--- config.mk ---
export PLATFORM = sky130hd
export DESIGN_NAME = cooling_unit_mode_controller
export DESIGN_NICKNAME = d
export VERILOG_FILES = /design/src/rtl/cumc_pkg.sv /design/src/rtl/cumc_linearize.sv /design/src/rtl/cooling_unit_mode_controller.sv
export VERILOG_INCLUDE_DIRS = /design/src /design/src/rtl
export SDC_FILE = /design/constraint.sdc
export NUM_CORES = 1
export LEC_CHECK = 0
export BUFFER_PORTS_ARGS = -buffer_cell sky130_fd_sc_hd__buf_2
export CAP_MARGIN = 20
export CORE_MARGIN = 2
export CORE_UTILIZATION = 50
export CTS_CLUSTER_DIAMETER = 150
export DETAILED_ROUTE_END_ITERATION = 8
export HOLD_SLACK_MARGIN = 0.06
export PLACE_DENSITY_LB_ADDON = 0.1
export SETUP_SLACK_MARGIN = 0.2
export SKIP_CTS_REPAIR_TIMING = 1
export SYNTH_ARGS = -nofsm -noshare
export SYNTH_HDL_FRONTEND = slang
export SYNTH_SLANG_ARGS = --single-unit
--- constraint.sdc ---
create_clock -name clk -period 21.7 [get_ports clk]
set_input_delay 2.17 -clock clk [delete_from_list [all_inputs] [get_ports clk]]
set_output_delay 2.17 -clock clk [all_outputs]
set_load 0.1 [all_outputs]
--- src/rtl/cooling_unit_mode_controller_macros.svh ---
// assertion macros for the cooling unit mode controller
// expects clk and rst_n in the scope of the module that uses them
`ifndef COOLING_UNIT_MODE_CONTROLLER_MACROS_SVH
`define COOLING_UNIT_MODE_CONTROLLER_MACROS_SVH

// same-cycle implication, checked out of reset
`define CUMC_ASSERT_IMP(lbl, ante, cons) \
  lbl: assert property (@(posedge clk) disable iff (!rst_n) (ante) |-> (cons)) \
    else $error("cooling unit controller check failed");

// next-cycle implication, checked out of reset
`define CUMC_ASSERT_NEXT(lbl, ante, cons) \
  lbl: assert property (@(posedge clk) disable iff (!rst_n) (ante) |=> (cons)) \
    else $error("cooling unit controller check failed");

`endif

--- src/rtl/cumc_pkg.sv ---
// shared types and constants for the cooling unit mode controller
// no dependencies
package cumc_pkg;

  // port widths
  localparam int IN_TDATA_W  = 56;
  localparam int OUT_TDATA_W = 16;
  localparam int CFG_INDEX_W = 3;
  localparam int CFG_DATA_W  = 32;
  localparam int RAW_W       = 10;
  localparam int TEMP_W      = 16;
  localparam int TIME_W      = 32;

  // operating mode
  typedef enum logic [1:0] {
    MODE_OFF     = 2'd0,
    MODE_STANDBY = 2'd1,
    MODE_COOLING = 2'd2,
    MODE_UNFROST = 2'd3
  } mode_t;

  // configuration register indexes
  localparam logic [CFG_INDEX_W-1:0] CFG_TARGET_TEMP   = 3'd0;
  localparam logic [CFG_INDEX_W-1:0] CFG_STANDBY_BAND  = 3'd1;
  localparam logic [CFG_INDEX_W-1:0] CFG_OFF_BAND      = 3'd2;
  localparam logic [CFG_INDEX_W-1:0] CFG_UNFROST_START = 3'd3;
  localparam logic [CFG_INDEX_W-1:0] CFG_UNFROST_STOP  = 3'd4;
  localparam logic [CFG_INDEX_W-1:0] CFG_PUMP_MIN_MS   = 3'd5;
  localparam logic [CFG_INDEX_W-1:0] CFG_PUMP_FAIL_MS  = 3'd6;

  // register reset values
  localparam logic [14:0]        RST_TARGET_TEMP   = 15'd7168;
  localparam logic [11:0]        RST_STANDBY_BAND  = 12'd256;
  localparam logic [11:0]        RST_OFF_BAND      = 12'd768;
  localparam logic signed [15:0] RST_UNFROST_START = 16'sd1280;
  localparam logic signed [15:0] RST_UNFROST_STOP  = 16'sd2560;
  localparam logic [31:0]        RST_PUMP_MIN_MS   = 32'd15000;
  localparam logic [31:0]        RST_PUMP_FAIL_MS  = 32'd60000;

  // fan speed codes
  localparam logic [1:0] IN_FAN_OFF   = 2'd0;
  localparam logic [1:0] IN_FAN_LOW   = 2'd1;
  localparam logic [1:0] IN_FAN_HIGH  = 2'd3;
  localparam logic [1:0] OUT_FAN_OFF  = 2'd0;
  localparam logic [1:0] OUT_FAN_HIGH = 2'd2;

  // air map: floor((raw-517)*416/25)+6656, biased by 525 counts so the
  // quotient stays positive; 16u + floor(16u/25) - 2080
  localparam logic [10:0] AIR_BIAS   = 11'd8;
  localparam logic [14:0] AIR_RECIP  = 15'd20972;
  localparam int          AIR_SHIFT  = 19;
  localparam logic [16:0] AIR_OFFSET = 17'd2080;

  // cooler map: floor((raw-515)*1664/101)+6656, biased by 606 counts;
  // 16u + floor(48u/101) - 3328
  localparam logic [10:0] COOL_BIAS   = 11'd91;
  localparam logic [13:0] COOL_RECIP  = 14'd10382;
  localparam int          COOL_SHIFT  = 20;
  localparam logic [16:0] COOL_OFFSET = 17'd3328;

  // hysteresis margin for leaving off
  localparam logic signed [17:0] OFF_EXIT_MARGIN = 18'sd128;

  // linearized temperatures, Q8.8 degrees
  typedef struct packed {
    logic signed [TEMP_W-1:0] air;
    logic signed [TEMP_W-1:0] cooler;
  } temps_t;

endpackage

--- src/rtl/cumc_linearize.sv ---
// thermistor linearization to signed Q8.8 degrees, floored
// uses cumc_pkg
module cumc_linearize (
  input  logic [cumc_pkg::RAW_W-1:0] air_raw,
  input  logic [cumc_pkg::RAW_W-1:0] cooler_raw,
  output cumc_pkg::temps_t           temps
);

  logic [10:0] air_u;
  logic [14:0] air_x;
  logic [29:0] air_prod;
  logic [14:0] air_q;
  logic [16:0] air_s;
  logic [10:0] cool_u;
  logic [15:0] cool_x;
  logic [29:0] cool_prod;
  logic [14:0] cool_q;
  logic [16:0] cool_s;

  // air: biased reading times 16, remainder part by reciprocal of 25
  assign air_u    = {1'b0, air_raw} + cumc_pkg::AIR_BIAS;
  assign air_x    = {air_u, 4'b0000};
  assign air_prod = 30'(air_x) * 30'(cumc_pkg::AIR_RECIP);
  assign air_q    = air_x + 15'(air_prod >> cumc_pkg::AIR_SHIFT);
  assign air_s    = {2'b00, air_q} - cumc_pkg::AIR_OFFSET;

  // cooler: 48u by reciprocal of 101, plus 16u
  assign cool_u    = {1'b0, cooler_raw} + cumc_pkg::COOL_BIAS;
  assign cool_x    = {cool_u, 5'b00000} + {1'b0, cool_u, 4'b0000};
  assign cool_prod = 30'(cool_x) * 30'(cumc_pkg::COOL_RECIP);
  assign cool_q    = {cool_u, 4'b0000} + 15'(cool_prod >> cumc_pkg::COOL_SHIFT);
  assign cool_s    = {2'b00, cool_q} - cumc_pkg::COOL_OFFSET;

  assign temps.air    = $signed(air_s[15:0]);
  assign temps.cooler = $signed(cool_s[15:0]);

endmodule

--- src/rtl/cooling_unit_mode_controller.sv ---
// cooling unit mode controller top level: temperature stage, mode and pump
// control, result register; uses cumc_pkg, cumc_linearize and the macros header
//
// One request on the in_ channel is one control tick: two thermistor readings,
// the two float contacts and a millisecond timestamp. Each tick gives exactly
// one result on the out_ channel: mode, fan speeds, compressor and pump drives
// and the tank flags. Requests are taken one per clock while in_tready is high;
// the edge that takes a request loads the linearized temperatures into the
// temperature stage, and a later edge, once the result register is free, runs
// the mode and pump update into the result register. The rate is set by the
// mode, pump and timestamp registers, updated once per tick by that update.
// When the receiver holds out_tready low, the result stays put, one more tick
// is held in the temperature stage, and then in_tready drops until the result
// is taken. Registers are written on cfg_ with cfg_wr_en, one per clock; the
// user must write them only while no tick is in flight; the block does not
// enforce it. Reset (rst_n low at a clock edge) restores the register defaults,
// sets mode and pump to off, the pump timestamp to zero, empties both stages.
module cooling_unit_mode_controller (
  input  logic                            clk,
  input  logic                            rst_n,
  // in_tdata: air_raw[9:0], cooler_raw[19:10], contact_no_low[20],
  // contact_nc_low[21], now_ms[53:22], zero fill[55:54]
  input  logic                            in_tvalid,
  output logic                            in_tready,
  input  logic [cumc_pkg::IN_TDATA_W-1:0] in_tdata,
  // out_tdata: mode[1:0], indoor_fan[3:2], outdoor_fan[5:4], compressor_on[6],
  // pump_on[7], water_full[8], water_error[9], zero fill[15:10]
  output logic                             out_tvalid,
  input  logic                             out_tready,
  output logic [cumc_pkg::OUT_TDATA_W-1:0] out_tdata,
  input  logic                             cfg_wr_en,
  input  logic [cumc_pkg::CFG_INDEX_W-1:0] cfg_index,
  input  logic [cumc_pkg::CFG_DATA_W-1:0]  cfg_wdata
);

`include "cooling_unit_mode_controller_macros.svh"

  // configuration registers
  logic [14:0]        target_r;
  logic [11:0]        standby_band_r;
  logic [11:0]        off_band_r;
  logic signed [15:0] unfrost_start_r;
  logic signed [15:0] unfrost_stop_r;
  logic [31:0]        pump_min_r;
  logic [31:0]        pump_fail_r;

  // temperature stage
  cumc_pkg::temps_t                  temps;
  cumc_pkg::temps_t                  s1_temps_r;
  logic                              s1_no_r;
  logic                              s1_nc_r;
  logic [cumc_pkg::TIME_W-1:0]       s1_now_r;
  logic                              s1_valid_r;

  // control state
  cumc_pkg::mode_t                   mode_r;
  cumc_pkg::mode_t                   mode_nxt;
  cumc_pkg::mode_t                   mode_temp;
  logic                              pump_r;
  logic                              pump_nxt;
  logic [cumc_pkg::TIME_W-1:0]       stamp_r;
  logic [cumc_pkg::TIME_W-1:0]       stamp_nxt;

  // result register
  logic                              out_valid_r;
  cumc_pkg::mode_t                   out_mode_r;
  logic [1:0]                        out_infan_r;
  logic [1:0]                        out_outfan_r;
  logic                              out_comp_r;
  logic                              out_pump_r;
  logic                              out_full_r;
  logic                              out_err_r;
  logic [1:0]                        infan_nxt;
  logic [1:0]                        outfan_nxt;
  logic                              comp_nxt;

  // update terms
  logic                              out_free;
  logic                              s2_load;
  logic                              in_acc;
  logic                              water_err;
  logic                              water_full;
  logic signed [17:0]                delta;
  logic signed [17:0]                neg_sb;
  logic signed [17:0]                neg_ob;
  logic                              below_sb;
  logic                              below_ob;
  logic                              above_off_exit;
  logic [cumc_pkg::TIME_W-1:0]       elapsed;

  // handshake
  assign out_free  = !out_valid_r || out_tready;
  assign s2_load   = s1_valid_r && out_free;
  assign in_tready = !s1_valid_r || out_free;
  assign in_acc    = in_tvalid && in_tready;

  // configuration writes
  always_ff @(posedge clk) begin
    if (!rst_n) begin
      target_r        <= cumc_pkg::RST_TARGET_TEMP;
      standby_band_r  <= cumc_pkg::RST_STANDBY_BAND;
      off_band_r      <= cumc_pkg::RST_OFF_BAND;
      unfrost_start_r <= cumc_pkg::RST_UNFROST_START;
      unfrost_stop_r  <= cumc_pkg::RST_UNFROST_STOP;
      pump_min_r      <= cumc_pkg::RST_PUMP_MIN_MS;
      pump_fail_r     <= cumc_pkg::RST_PUMP_FAIL_MS;
    end else if (cfg_wr_en) begin
      case (cfg_index)
        cumc_pkg::CFG_TARGET_TEMP:   target_r        <= cfg_wdata[14:0];
        cumc_pkg::CFG_STANDBY_BAND:  standby_band_r  <= cfg_wdata[11:0];
        cumc_pkg::CFG_OFF_BAND:      off_band_r      <= cfg_wdata[11:0];
        cumc_pkg::CFG_UNFROST_START: unfrost_start_r <= $signed(cfg_wdata[15:0]);
        cumc_pkg::CFG_UNFROST_STOP:  unfrost_stop_r  <= $signed(cfg_wdata[15:0]);
        cumc_pkg::CFG_PUMP_MIN_MS:   pump_min_r      <= cfg_wdata;
        cumc_pkg::CFG_PUMP_FAIL_MS:  pump_fail_r     <= cfg_wdata;
        default: ;
      endcase
    end
  end

  // linearize straight from the request
  cumc_linearize u_lin (
    .air_raw    (in_tdata[9:0]),
    .cooler_raw (in_tdata[19:10]),
    .temps      (temps)
  );

  // temperature stage registers
  always_ff @(posedge clk) begin
    if (!rst_n) begin
      s1_valid_r <= 1'b0;
    end else if (in_acc) begin
      s1_valid_r <= 1'b1;
    end else if (s2_load) begin
      s1_valid_r <= 1'b0;
    end
  end

  always_ff @(posedge clk) begin
    if (in_acc) begin
      s1_temps_r <= temps;
      s1_no_r    <= in_tdata[20];
      s1_nc_r    <= in_tdata[21];
      s1_now_r   <= in_tdata[53:22];
    end
  end

  // tank flags and temperature comparisons
  assign water_err      = s1_no_r ^ s1_nc_r;
  assign water_full     = !water_err && s1_no_r;
  assign delta          = $signed({{2{s1_temps_r.air[15]}}, s1_temps_r.air})
                          - $signed({3'b000, target_r});
  assign neg_sb         = 18'sd0 - $signed({6'b000000, standby_band_r});
  assign neg_ob         = 18'sd0 - $signed({6'b000000, off_band_r});
  assign below_sb       = delta < neg_sb;
  assign below_ob       = delta < neg_ob;
  assign above_off_exit = delta > (neg_ob + cumc_pkg::OFF_EXIT_MARGIN);
  assign elapsed        = s1_now_r - stamp_r;

  // mode, pump and drive update
  always_comb begin
    mode_nxt  = mode_r;
    mode_temp = mode_r;
    pump_nxt  = pump_r;
    case (mode_r)
      cumc_pkg::MODE_UNFROST, cumc_pkg::MODE_COOLING: begin
        // unfrosting may leave first, then the cooling checks still apply
        if (mode_r == cumc_pkg::MODE_UNFROST && s1_temps_r.cooler > unfrost_stop_r) begin
          mode_temp = below_sb ? cumc_pkg::MODE_STANDBY : cumc_pkg::MODE_COOLING;
        end
        if (below_sb) begin
          mode_nxt = cumc_pkg::MODE_STANDBY;
        end else if (s1_temps_r.cooler < unfrost_start_r) begin
          mode_nxt = cumc_pkg::MODE_UNFROST;
        end else begin
          mode_nxt = mode_temp;
        end
      end
      cumc_pkg::MODE_STANDBY: begin
        if (delta > 18'sd0) begin
          mode_nxt = cumc_pkg::MODE_COOLING;
        end else if (below_ob) begin
          mode_nxt = cumc_pkg::MODE_OFF;
        end
      end
      default: begin
        if (above_off_exit) begin
          mode_nxt = cumc_pkg::MODE_STANDBY;
        end
      end
    endcase

    // pump runs while full, for a minimum time, and trips the unit if stuck
    if (pump_r) begin
      if (!water_full && elapsed > pump_min_r) begin
        pump_nxt = 1'b0;
      end else if (elapsed > pump_fail_r) begin
        mode_nxt = cumc_pkg::MODE_OFF;
      end
    end else if (water_full) begin
      pump_nxt = 1'b1;
    end
    if (water_err) begin
      mode_nxt = cumc_pkg::MODE_OFF;
    end

    stamp_nxt = pump_nxt ? stamp_r : s1_now_r;

    case (mode_nxt)
      cumc_pkg::MODE_UNFROST: begin
        infan_nxt  = cumc_pkg::IN_FAN_HIGH;
        outfan_nxt = cumc_pkg::OUT_FAN_OFF;
        comp_nxt   = 1'b0;
      end
      cumc_pkg::MODE_COOLING: begin
        infan_nxt  = cumc_pkg::IN_FAN_HIGH;
        outfan_nxt = cumc_pkg::OUT_FAN_HIGH;
        comp_nxt   = 1'b1;
      end
      cumc_pkg::MODE_STANDBY: begin
        infan_nxt  = cumc_pkg::IN_FAN_LOW;
        outfan_nxt = cumc_pkg::OUT_FAN_OFF;
        comp_nxt   = 1'b0;
      end
      default: begin
        infan_nxt  = cumc_pkg::IN_FAN_OFF;
        outfan_nxt = cumc_pkg::OUT_FAN_OFF;
        comp_nxt   = 1'b0;
      end
    endcase
  end

  // control state registers
  always_ff @(posedge clk) begin
    if (!rst_n) begin
      mode_r  <= cumc_pkg::MODE_OFF;
      pump_r  <= 1'b0;
      stamp_r <= '0;
    end else if (s2_load) begin
      mode_r  <= mode_nxt;
      pump_r  <= pump_nxt;
      stamp_r <= stamp_nxt;
    end
  end

  // result register
  always_ff @(posedge clk) begin
    if (!rst_n) begin
      out_valid_r <= 1'b0;
    end else if (s2_load) begin
      out_valid_r <= 1'b1;
    end else if (out_tready) begin
      out_valid_r <= 1'b0;
    end
  end

  always_ff @(posedge clk) begin
    if (s2_load) begin
      out_mode_r   <= mode_nxt;
      out_infan_r  <= infan_nxt;
      out_outfan_r <= outfan_nxt;
      out_comp_r   <= comp_nxt;
      out_pump_r   <= pump_nxt;
      out_full_r   <= water_full;
      out_err_r    <= water_err;
    end
  end

  assign out_tvalid = out_valid_r;
  assign out_tdata  = {6'b000000, out_err_r, out_full_r, out_pump_r, out_comp_r,
                       out_outfan_r, out_infan_r, out_mode_r};

  // checks
  `CUMC_ASSERT_IMP(a_err_forces_off, out_valid_r && out_err_r,
                   out_mode_r == cumc_pkg::MODE_OFF && !out_full_r)
  `CUMC_ASSERT_IMP(a_comp_only_cooling, out_valid_r,
                   out_comp_r == (out_mode_r == cumc_pkg::MODE_COOLING))
  `CUMC_ASSERT_NEXT(a_stamp_tracks_idle_pump, s2_load && !pump_nxt,
                    stamp_r == $past(s1_now_r))
  `CUMC_ASSERT_IMP(a_ready_when_drained, !out_valid_r, in_tready)

endmodule

==> flow_metrics.env, run 1 <==
export IMPL_post_route_setup_tns_ns=0
export IMPL_critPathKind="input port to flop"
export IMPL_reg2reg_depth=23
export IMPL_numCtsBuffers=27
export IMPL_ys_async_sr_fraction_pct=0
export IMPL_pwr_density_cell_nw_per_um2=141
export IMPL_main_combinational_cell_family_by_area_after_synthesis="adder cells"
export IMPL_synth_seq_cells=246
export IMPL_synth_xor_xnor_area_share_pct=5.44
export IMPL_chipHeight_um=209
export IMPL_number_of_antenna_cells_inserted=0
export IMPL_grt_overflow_total=0
export IMPL_fp_dieArea_um2=43500
export IMPL_first_iter_violations=873
export IMPL_syn_avg_cell_area_um2=8.58
export IMPL_synthMuxAreaShare_pct=0.287
export IMPL_layout_nets=3070
export IMPL_startpoint_type="input port"
export IMPL_synth_compound_gate_area_share_pct=15.8
export IMPL_max_cap_violations=0
export IMPL_initial_utilization_pct=51.0
export IMPL_run_status="finished clean"
export IMPL_num_rows=74
export IMPL_worst_ep_required_time_ns=22.00
export IMPL_synth_enable_flop_cells=74
export IMPL_cts_path_max_buffers=3
export IMPL_final_setup_viol_count=0
export IMPL_pre_cts_slack_ns=10.58
export IMPL_coreArea_um2=41000
export IMPL_layout_drive_gt1_share_pct=7.48
export IMPL_tritoncts="done"
export IMPL_timing_clock_skew_ns=0.0248
export IMPL_clockRootBuffer="clkbuf_16"
export IMPL_detail_route_drc_violations=0
export IMPL_slew_viol_final=0
export IMPL_postRouteWirelength_um=50000
export IMPL_io_buffers=104
export IMPL_hpwlAfterDp_um=39100
export IMPL_flow_area_growth_from_synthesis_pct=9.11
export IMPL_cts_max_level=1
export IMPL_die_width_um=209
export IMPL_yosys_area_share_simple_pct=14.0
export IMPL_number_of_clock_sinks=246
export IMPL_whs_path_depth=2
export IMPL_grt_pass1_vias=16500
export IMPL_synthCells=2437
export IMPL_signal_arrival_time_at_the_worst_endpoint_ns=10.73
export IMPL_ys_warn_count=0
export IMPL_cpMaxStageDelayCell="fa_1"
export IMPL_pin_count_of_the_biggest_net_entering_global_routing=86
export IMPL_path_clk_slew_ns=0.06
export IMPL_synth_adder_area_share_pct=29.8
export IMPL_synth_largest_area_cell="ha_1"
export IMPL_yosysMostFrequentCell="ha_1"
export IMPL_avgRoutedWirePerCell_um=16.3
export IMPL_drt_vias_per_instance=5.46
export IMPL_io_pin_count=114
export IMPL_hold_class="flop to flop"
export IMPL_synth_yosys_seq_area_share_pct=27.1
export IMPL_share_of_the_clock_period_used_by_the_worst_path_after_layout_pct=48.1
export IMPL_initial_antenna_violation_count=0
export IMPL_ys_types=80
export IMPL_finalHoldViolations=0
export IMPL_ys_top_cells_by_area="ha_1 (23%), dfxtp_1 (16%), edfxtp_1 (11%)"
export IMPL_first_pass_drt_iterations=5
export IMPL_crit_path_max_fanout=7
export IMPL_rsz0062_at_grt="no"
export IMPL_clk_insertion_delay_late_ns=0.58
export IMPL_routed_via_count=16800
export IMPL_syn_area_um2=20900
export IMPL_cp_slowest_stage_delay_ns=0.54
export IMPL_place_area_um2=22000
export IMPL_global_route_wire_length_before_repair_um=82000
export IMPL_timing_fmax_ghz=0.0959
export IMPL_total_power_mw=3.22
export IMPL_vdd_drop_max_v=0.000221
export IMPL_yosys_most_used_dff="dfxtp_1"
export IMPL_setup_slack_ns=11.27
export IMPL_fin_area_um2=22800
export IMPL_synth_top_cells_by_count="ha_1 (384), nand2_1 (353), inv_1 (344)"
export IMPL_track_usage_pct=23.0
export IMPL_layout_filler_cells=3786
export IMPL_postRouteAntennaNets=0
export IMPL_tightest_slew_ns=1.03
export IMPL_p_leak_nw=10.2
export IMPL_gp_routability_congestion=0.881
export IMPL_synth_top_area_share_pct=23.0
export IMPL_slew_limit_headroom_pct=31.3
export IMPL_fin_crit_ns=10.43
export IMPL_setup_worst_path_end_class="flop"
export IMPL_fin_util_pct=55.6
cell type report:
class,instances,area [um2],share of cell area (%)
Multi-Input combinational cell,1784,13700,60.1
Sequential cell,246,5670,24.8
Inverter,344,1290,5.67
Clock buffer,37,733,3.21
Tap cell,532,666,2.92
Timing Repair Buffer,116,646,2.83
Clock inverter,13,113,0.493
path summary, 6_finish.rpt:
| path | startpoint | to | slack [ns] |
|---|---|---|---|
| setup / recovery | in_tdata[10] | s1_temps_r[14] | 11.27 |
| hold / removal | pump_min_r[8] | pump_min_r[8] | 0.45 |
| setup reg to reg | s1_now_r[0] | stamp_r[0] | 14.93 |
| hold reg to reg | pump_min_r[8] | pump_min_r[8] | 0.45 |
worst max-delay path, delay by kind of cell:
family | cells | cell delay [ns]
fa+ha+maj | 9 | 3.15
compound gates | 14 | 2.82
buf+inv | 7 | 0.59
xor+xnor | 5 | 1.24
simple gates | 4 | 0.75
state kept, by name, indices dropped and copies added, names as in the netlist, 2 cells and up:
name	count
out_infan_r	2
unfrost_start_r	16
out_mode_r	2
mode_r	2
unfrost_stop_r	16
target_r	15
s1_now_r	32
standby_band_r	12
off_band_r	12
pump_min_r	32
s1_temps_r	32
stamp_r	32
pump_fail_r	32
per-layer routing:
layer | up-vias | track usage, % | share of wire, %
met5 | - | 0 | 0
met4 | 0 | 5.15 | 1.9
met1 | 7928 | 31.6 | 48
met3 | 55 | 2.07 | 4.4
li1 | 8500 | - | -
met2 | 304 | 39.3 | 46
cell families after synthesis:
logic type | count (synthesis)
AO/OA/AOI/OAI | 538
XOR/XNOR | 130
adder cells (fa/ha/maj) | 455
buffers and inverters | 413
flip-flops | 246
multiplexers | 6
other | 1
AND/OR/NAND/NOR | 648
through the flow:
step / cells / hold WS (ns)
2_1_floorplan: 2443 / 0.436
3_3_place_gp: 3018 / 0.441
3_5_place_dp: 3021 / 0.447
4_1_cts: 3071 / 0.455
5_1_grt: 3072 / 0.471
6_report: 3072 / 0.453
layout by cell type (no fill, tap or decap), types with 9 or more instances in the layout:
cell type	n
a211oi_1	15
a21o_1	42
a21oi_1	250
and2_1	11
and3_1	14
buf_2	104
clkbuf_16	27
clkinv_2	9
dfxtp_1	172
edfxtp_1	74
fa_1	71
ha_1	384
inv_1	343
nand2_1	353
nand2b_1	12
nand3_1	35
nand4_1	26
nor2_1	87
nor2b_1	24
nor3_1	24
nor4_1	15
o211ai_1	34
o21a_1	16
o21ai_0	92
o21bai_1	11
or3_1	10
xnor2_1	72
xor2_1	58
power by group:
group	internal (mW)	switching, mW	total (mW)
clock	0.250	0.196	0.447
sequential	0.597	0.0319	0.629
combinational	0.930	1.22	2.15
Note: power is estimated with default switching activity, not from simulation.
==> run 2: changes to the inputs <==
clock period = 9.2 ns   (was 21.7 ns; I/O delays follow)
==> flow_metrics.env, run 2 (synthesized netlist as in run 1, its figures left out) <==
export IMPL_post_route_setup_tns_ns=0
export IMPL_global_route_wire_length_before_repair_um=83600
export IMPL_setup_worst_path_end_class="flop"
export IMPL_share_of_the_clock_period_used_by_the_worst_path_after_layout_pct=91.6
export IMPL_clk_insertion_delay_late_ns=0.57
export IMPL_fp_dieArea_um2=43500
export IMPL_pwr_density_cell_nw_per_um2=339
export IMPL_num_rows=74
export IMPL_grt_pass1_vias=16600
export IMPL_run_status="finished clean"
export IMPL_layout_filler_cells=3799
export IMPL_total_power_mw=7.88
export IMPL_hold_class="flop to flop"
export IMPL_gp_routability_congestion=0.891
export IMPL_mostFrequentLayoutCell="ha_1"
export IMPL_initial_utilization_pct=51.0
export IMPL_max_cap_violations=0
export IMPL_avgRoutedWirePerCell_um=16.4
export IMPL_flow_area_growth_from_synthesis_pct=11.2
export IMPL_cpMaxStageDelayCell="fa_1"
export IMPL_layout_drive_gt1_share_pct=9.41
export IMPL_postRouteAntennaNets=0
export IMPL_netSwitchingFraction_pct=43.9
export IMPL_rr_endpoint="stamp_r[0]"
export IMPL_place_area_um2=22200
export IMPL_tightest_slew_ns=0.991
export IMPL_layout_nets=3102
export IMPL_vdd_drop_max_v=0.000243
export IMPL_pre_cts_slack_ns=-0.0539
export IMPL_crit_start="in_tdata[5]"
export IMPL_critPathKind="input port to flop"
export IMPL_worst_r2r_setup_slack_ns=2.45
export IMPL_numCtsBuffers=28
export IMPL_cp_slowest_stage_delay_ns=0.57
export IMPL_path_clk_slew_ns=0.06
export IMPL_area_of_the_multi_input_gates_um2=13800
export IMPL_first_pass_drt_iterations=5
export IMPL_hold_slack_ns=0.454
export IMPL_io_buffers=104
export IMPL_clockRootBuffer="clkbuf_16"
export IMPL_fin_area_um2=23300
export IMPL_critical_path_endpoint="s1_temps_r[30]"
export IMPL_die_width_um=209
export IMPL_io_pin_count=114
export IMPL_reg2reg_depth=23
export IMPL_fraction_of_power_consumed_by_combinational_cells_pct=66.3
export IMPL_coreArea_um2=41000
export IMPL_pin_count_of_the_biggest_net_entering_global_routing=75
export IMPL_number_of_antenna_cells_inserted=0
export IMPL_clockPowerShare_pct=14.8
export IMPL_placed_cells=3051
export IMPL_slew_limit_headroom_pct=33.7
export IMPL_p_leak_nw=10.4
export IMPL_timing_clock_skew_ns=0.0205
export IMPL_initial_antenna_violation_count=0
export IMPL_track_usage_pct=23.4
export IMPL_hpwlAfterDp_um=39700
export IMPL_cts_max_level=1
export IMPL_whs_path_depth=2
export IMPL_finalHoldViolations=0
export IMPL_grt_overflow_total=0
export IMPL_final_cell_mix="ha_1 (384), nand2_1 (353), inv_1 (342)"
export IMPL_routed_via_count=16800
export IMPL_power_report_internal_total_mw=4.42
export IMPL_signal_arrival_time_at_the_worst_endpoint_ns=8.72
export IMPL_tritoncts="done"
export IMPL_share_seq_of_total_power_pct=18.9
export IMPL_number_of_clock_sinks=246
export IMPL_timing_critical_path_mode_cell="fa_1"
export IMPL_power_switching_mw=3.46
export IMPL_setup_slack_ns=0.777
export IMPL_detail_route_drc_violations=0
export IMPL_area_sequential_um2=5670
export IMPL_chipHeight_um=209
export IMPL_fin_crit_ns=8.42
export IMPL_crit_path_max_fanout=7
export IMPL_first_iter_violations=940
export IMPL_fin_util_pct=56.7
export IMPL_rsz0062_at_grt="no"
export IMPL_slew_viol_final=0
export IMPL_drt_vias_per_instance=5.42
export IMPL_postRouteWirelength_um=50800
export IMPL_timing_fmax_ghz=0.119
export IMPL_finish_cell_count_without_fillers=3105
export IMPL_final_setup_viol_count=0
export IMPL_startpoint_type="input port"
export IMPL_crit_reg2reg_launch="s1_now_r[0]"
export IMPL_worst_ep_required_time_ns=9.50
export IMPL_cts_path_max_buffers=3
run 2: changes by cell type in the layout (fill, tap and decap cells not counted), sizes merged:
cell and delta:
clkbuf -1, clkinvlp +1, bufinv +2, buf +31, clkinv +1, inv -1
run 2: worst min path at each step:
stage | start | endpoint | slack (ns)
final | pump_min_r[15] | pump_min_r[15] | 0.45
after global routing | unfrost_start_r[5] | unfrost_start_r[5] | 0.47
after CTS | pump_min_r[15] | pump_min_r[15] | 0.45
after detailed placement | pump_min_r[15] | pump_min_r[15] | 0.45
after global placement | unfrost_stop_r[12] | unfrost_stop_r[12] | 0.44
after floorplan | pump_fail_r[10] | pump_fail_r[10] | 0.44
run 2: power groups by stage:
stage                     Clock, mW  Sequential, mW  Combinational (mW)
after floorplan                   0            1.48                3.94
after global placement            0            1.51                5.05
after detailed placement          0            1.51                5.19
after CTS                      1.20            1.49                5.28
after global routing           1.24            1.49                6.11
final                          1.17            1.49                5.23
run 2: critical path, delay by kind of cell:
| kind | cells | cell delay, ns |
|---|---|---|
| AO/OA/AOI/OAI | 8 | 1.96 |
| AND/OR/NAND/NOR | 9 | 1.67 |
| adder cells (fa/ha/maj) | 7 | 2.96 |
| buffers and inverters | 5 | 0.65 |
| XOR/XNOR | 3 | 0.53 |
run 2: cell type report:
type	count	share of cell area, %
multi-input cells	1784	59.2
well taps	532	2.86
clock buffers	36	3.40
flip-flops and latches	246	24.4
clock inverters	16	0.823
inverters	344	5.56
repair buffers	147	3.76
run 2: routing by layer:
layer,vias to the layer above,GRT usage (%),part of all wire [%]
met2,320,39.8,47
met5,-,0,0
met1,7912,32.4,48
met4,0,5.10,1.7
met3,52,2.13,4.0
li1,8560,-,-
==> run 3: changes to the inputs <==
PLACE_DENSITY = 0.68   (was not set)
PLACE_DENSITY_LB_ADDON = not set   (was 0.1)
==> flow_metrics.env, run 3 (synthesized netlist as in run 1, its figures left out) <==
export IMPL_run_status="finished clean"
export IMPL_setup_worst_path_end_class="flop"
export IMPL_number_of_antenna_cells_inserted=0
export IMPL_startpoint_type="input port"
export IMPL_clk_insertion_delay_late_ns=0.56
export IMPL_avgRoutedWirePerCell_um=15.8
export IMPL_p_leak_nw=10.4
export IMPL_tightest_slew_ns=0.993
export IMPL_io_buffers=104
export IMPL_timing_clock_skew_ns=0.0172
export IMPL_critPathKind="input port to flop"
export IMPL_pwr_density_cell_nw_per_um2=347
export IMPL_coreArea_um2=41000
export IMPL_signal_arrival_time_at_the_worst_endpoint_ns=8.66
export IMPL_die_width_um=209
export IMPL_final_cell_mix="ha_1 (384), nand2_1 (353), inv_1 (343)"
export IMPL_finalHoldViolations=0
export IMPL_area_sequential_um2=5670
export IMPL_timing_fmax_ghz=0.119
export IMPL_routed_via_count=17000
export IMPL_initial_antenna_violation_count=4
export IMPL_postRouteWirelength_um=49400
export IMPL_fin_crit_ns=8.38
export IMPL_drt_vias_per_instance=5.44
export IMPL_grt_pass1_vias=17000
export IMPL_worst_ep_required_time_ns=9.49
export IMPL_clockRootBuffer="clkbuf_16"
export IMPL_fin_area_um2=23300
export IMPL_total_power_mw=8.09
export IMPL_area_of_the_multi_input_gates_um2=13700
export IMPL_final_setup_viol_count=0
export IMPL_hold_slack_ns=0.453
export IMPL_post_route_setup_tns_ns=0
export IMPL_numCtsBuffers=28
export IMPL_track_usage_pct=22.8
export IMPL_grt_overflow_total=0
export IMPL_first_pass_drt_iterations=5
export IMPL_global_route_wire_length_before_repair_um=81500
export IMPL_cts_path_max_buffers=3
export IMPL_vdd_drop_max_v=0.000579
export IMPL_num_rows=74
export IMPL_path_clk_slew_ns=0.06
export IMPL_layout_nets=3116
export IMPL_hpwlAfterDp_um=38400
export IMPL_first_iter_violations=837
export IMPL_layout_filler_cells=3729
export IMPL_io_pin_count=114
export IMPL_critPathTopFamily="adder cells"
export IMPL_fp_dieArea_um2=43500
export IMPL_slew_viol_final=0
export IMPL_share_of_the_clock_period_used_by_the_worst_path_after_layout_pct=91.0
export IMPL_rsz0062_at_grt="no"
export IMPL_timing_critical_path_buf_inv=8
export IMPL_number_of_clock_sinks=246
export IMPL_crit_path_max_fanout=4
export IMPL_timing_critical_path_mode_cell="ha_1"
export IMPL_pin_count_of_the_biggest_net_entering_global_routing=87
export IMPL_gp_routability_congestion=0.860
export IMPL_tritoncts="done"
export IMPL_initial_utilization_pct=51.0
export IMPL_max_cap_violations=0
export IMPL_detail_route_drc_violations=0
export IMPL_place_area_um2=22300
export IMPL_cp_slowest_stage_delay_ns=0.52
export IMPL_postRouteAntennaNets=0
export IMPL_slew_limit_headroom_pct=33.7
export IMPL_cpMaxStageDelayCell="fa_1"
export IMPL_chipHeight_um=209
export IMPL_flow_area_growth_from_synthesis_pct=11.5
export IMPL_layout_drive_gt1_share_pct=9.47
export IMPL_mostFrequentLayoutCell="ha_1"
export IMPL_hold_class="flop to flop"
export IMPL_cts_max_level=1
-- run 3: metrics by stage --
| step | worst slack, ns | utilization, % | std cells |
|---|---|---|---|
| after global routing | 0.198 | 56.9 | 3119 |
| after CTS | 0.592 | 56.7 | 3117 |
| final | 0.825 | 56.9 | 3119 |
| after global placement | 0.141 | 54.3 | 3065 |
| after detailed placement | 0.0577 | 54.3 | 3065 |
| after floorplan | 0.728 | - | 2443 |
-- run 3: tightest hold or removal path: cells and delay by family, from the launching register on --
kind,cells,cell delay (ns)
DFF,1,0.31
and+or+nand+nor,1,0.05
AOI/OAI and AO/OA,1,0.05
-- run 3: per-layer routing --
| layer | track usage (%) | up-vias | wire (um) |
|---|---|---|---|
| li1 | - | 8582 | - |
| met1 | 27.6 | 8015 | 21700 |
| met2 | 41.7 | 282 | 24400 |
| met3 | 3.02 | 87 | 1900 |
| met4 | 6.82 | 8 | 1360 |
| met5 | 0 | - | 48 |
-- run 3: layout make-up --
cell class                      count  share of cell area [%]
Inverter                          344                    5.55
Clock inverter                     15                   0.880
Clock buffer                       37                    3.45
Multi-Input combinational cell   1784                    58.9
Tap cell                          532                    2.85
Timing Repair Buffer              161                    4.08
Sequential cell                   246                    24.3
-- run 3: path summary, 6_finish.rpt --
kind / slack (ns) / from / cells past startpoint / end
worst max-delay path: 0.82 / in_tdata[10] / 41 / s1_temps_r[14]
worst min-delay path: 0.45 / unfrost_stop_r[6] / 2 / unfrost_stop_r[6]
worst max register to register: 1.93 / s1_now_r[0] / 24 / stamp_r[0]
worst min register to register: 0.45 / unfrost_stop_r[6] / 2 / unfrost_stop_r[6]
-- run 3: report_power, final --
| group | total (mW) | internal [mW] | switching, mW |
|---|---|---|---|
| logic | 5.41 | 2.44 | 2.97 |
| clock network | 1.21 | 0.753 | 0.459 |
| registers | 1.47 | 1.41 | 0.0645 |
| total | 8.09 | 4.60 | 3.49 |
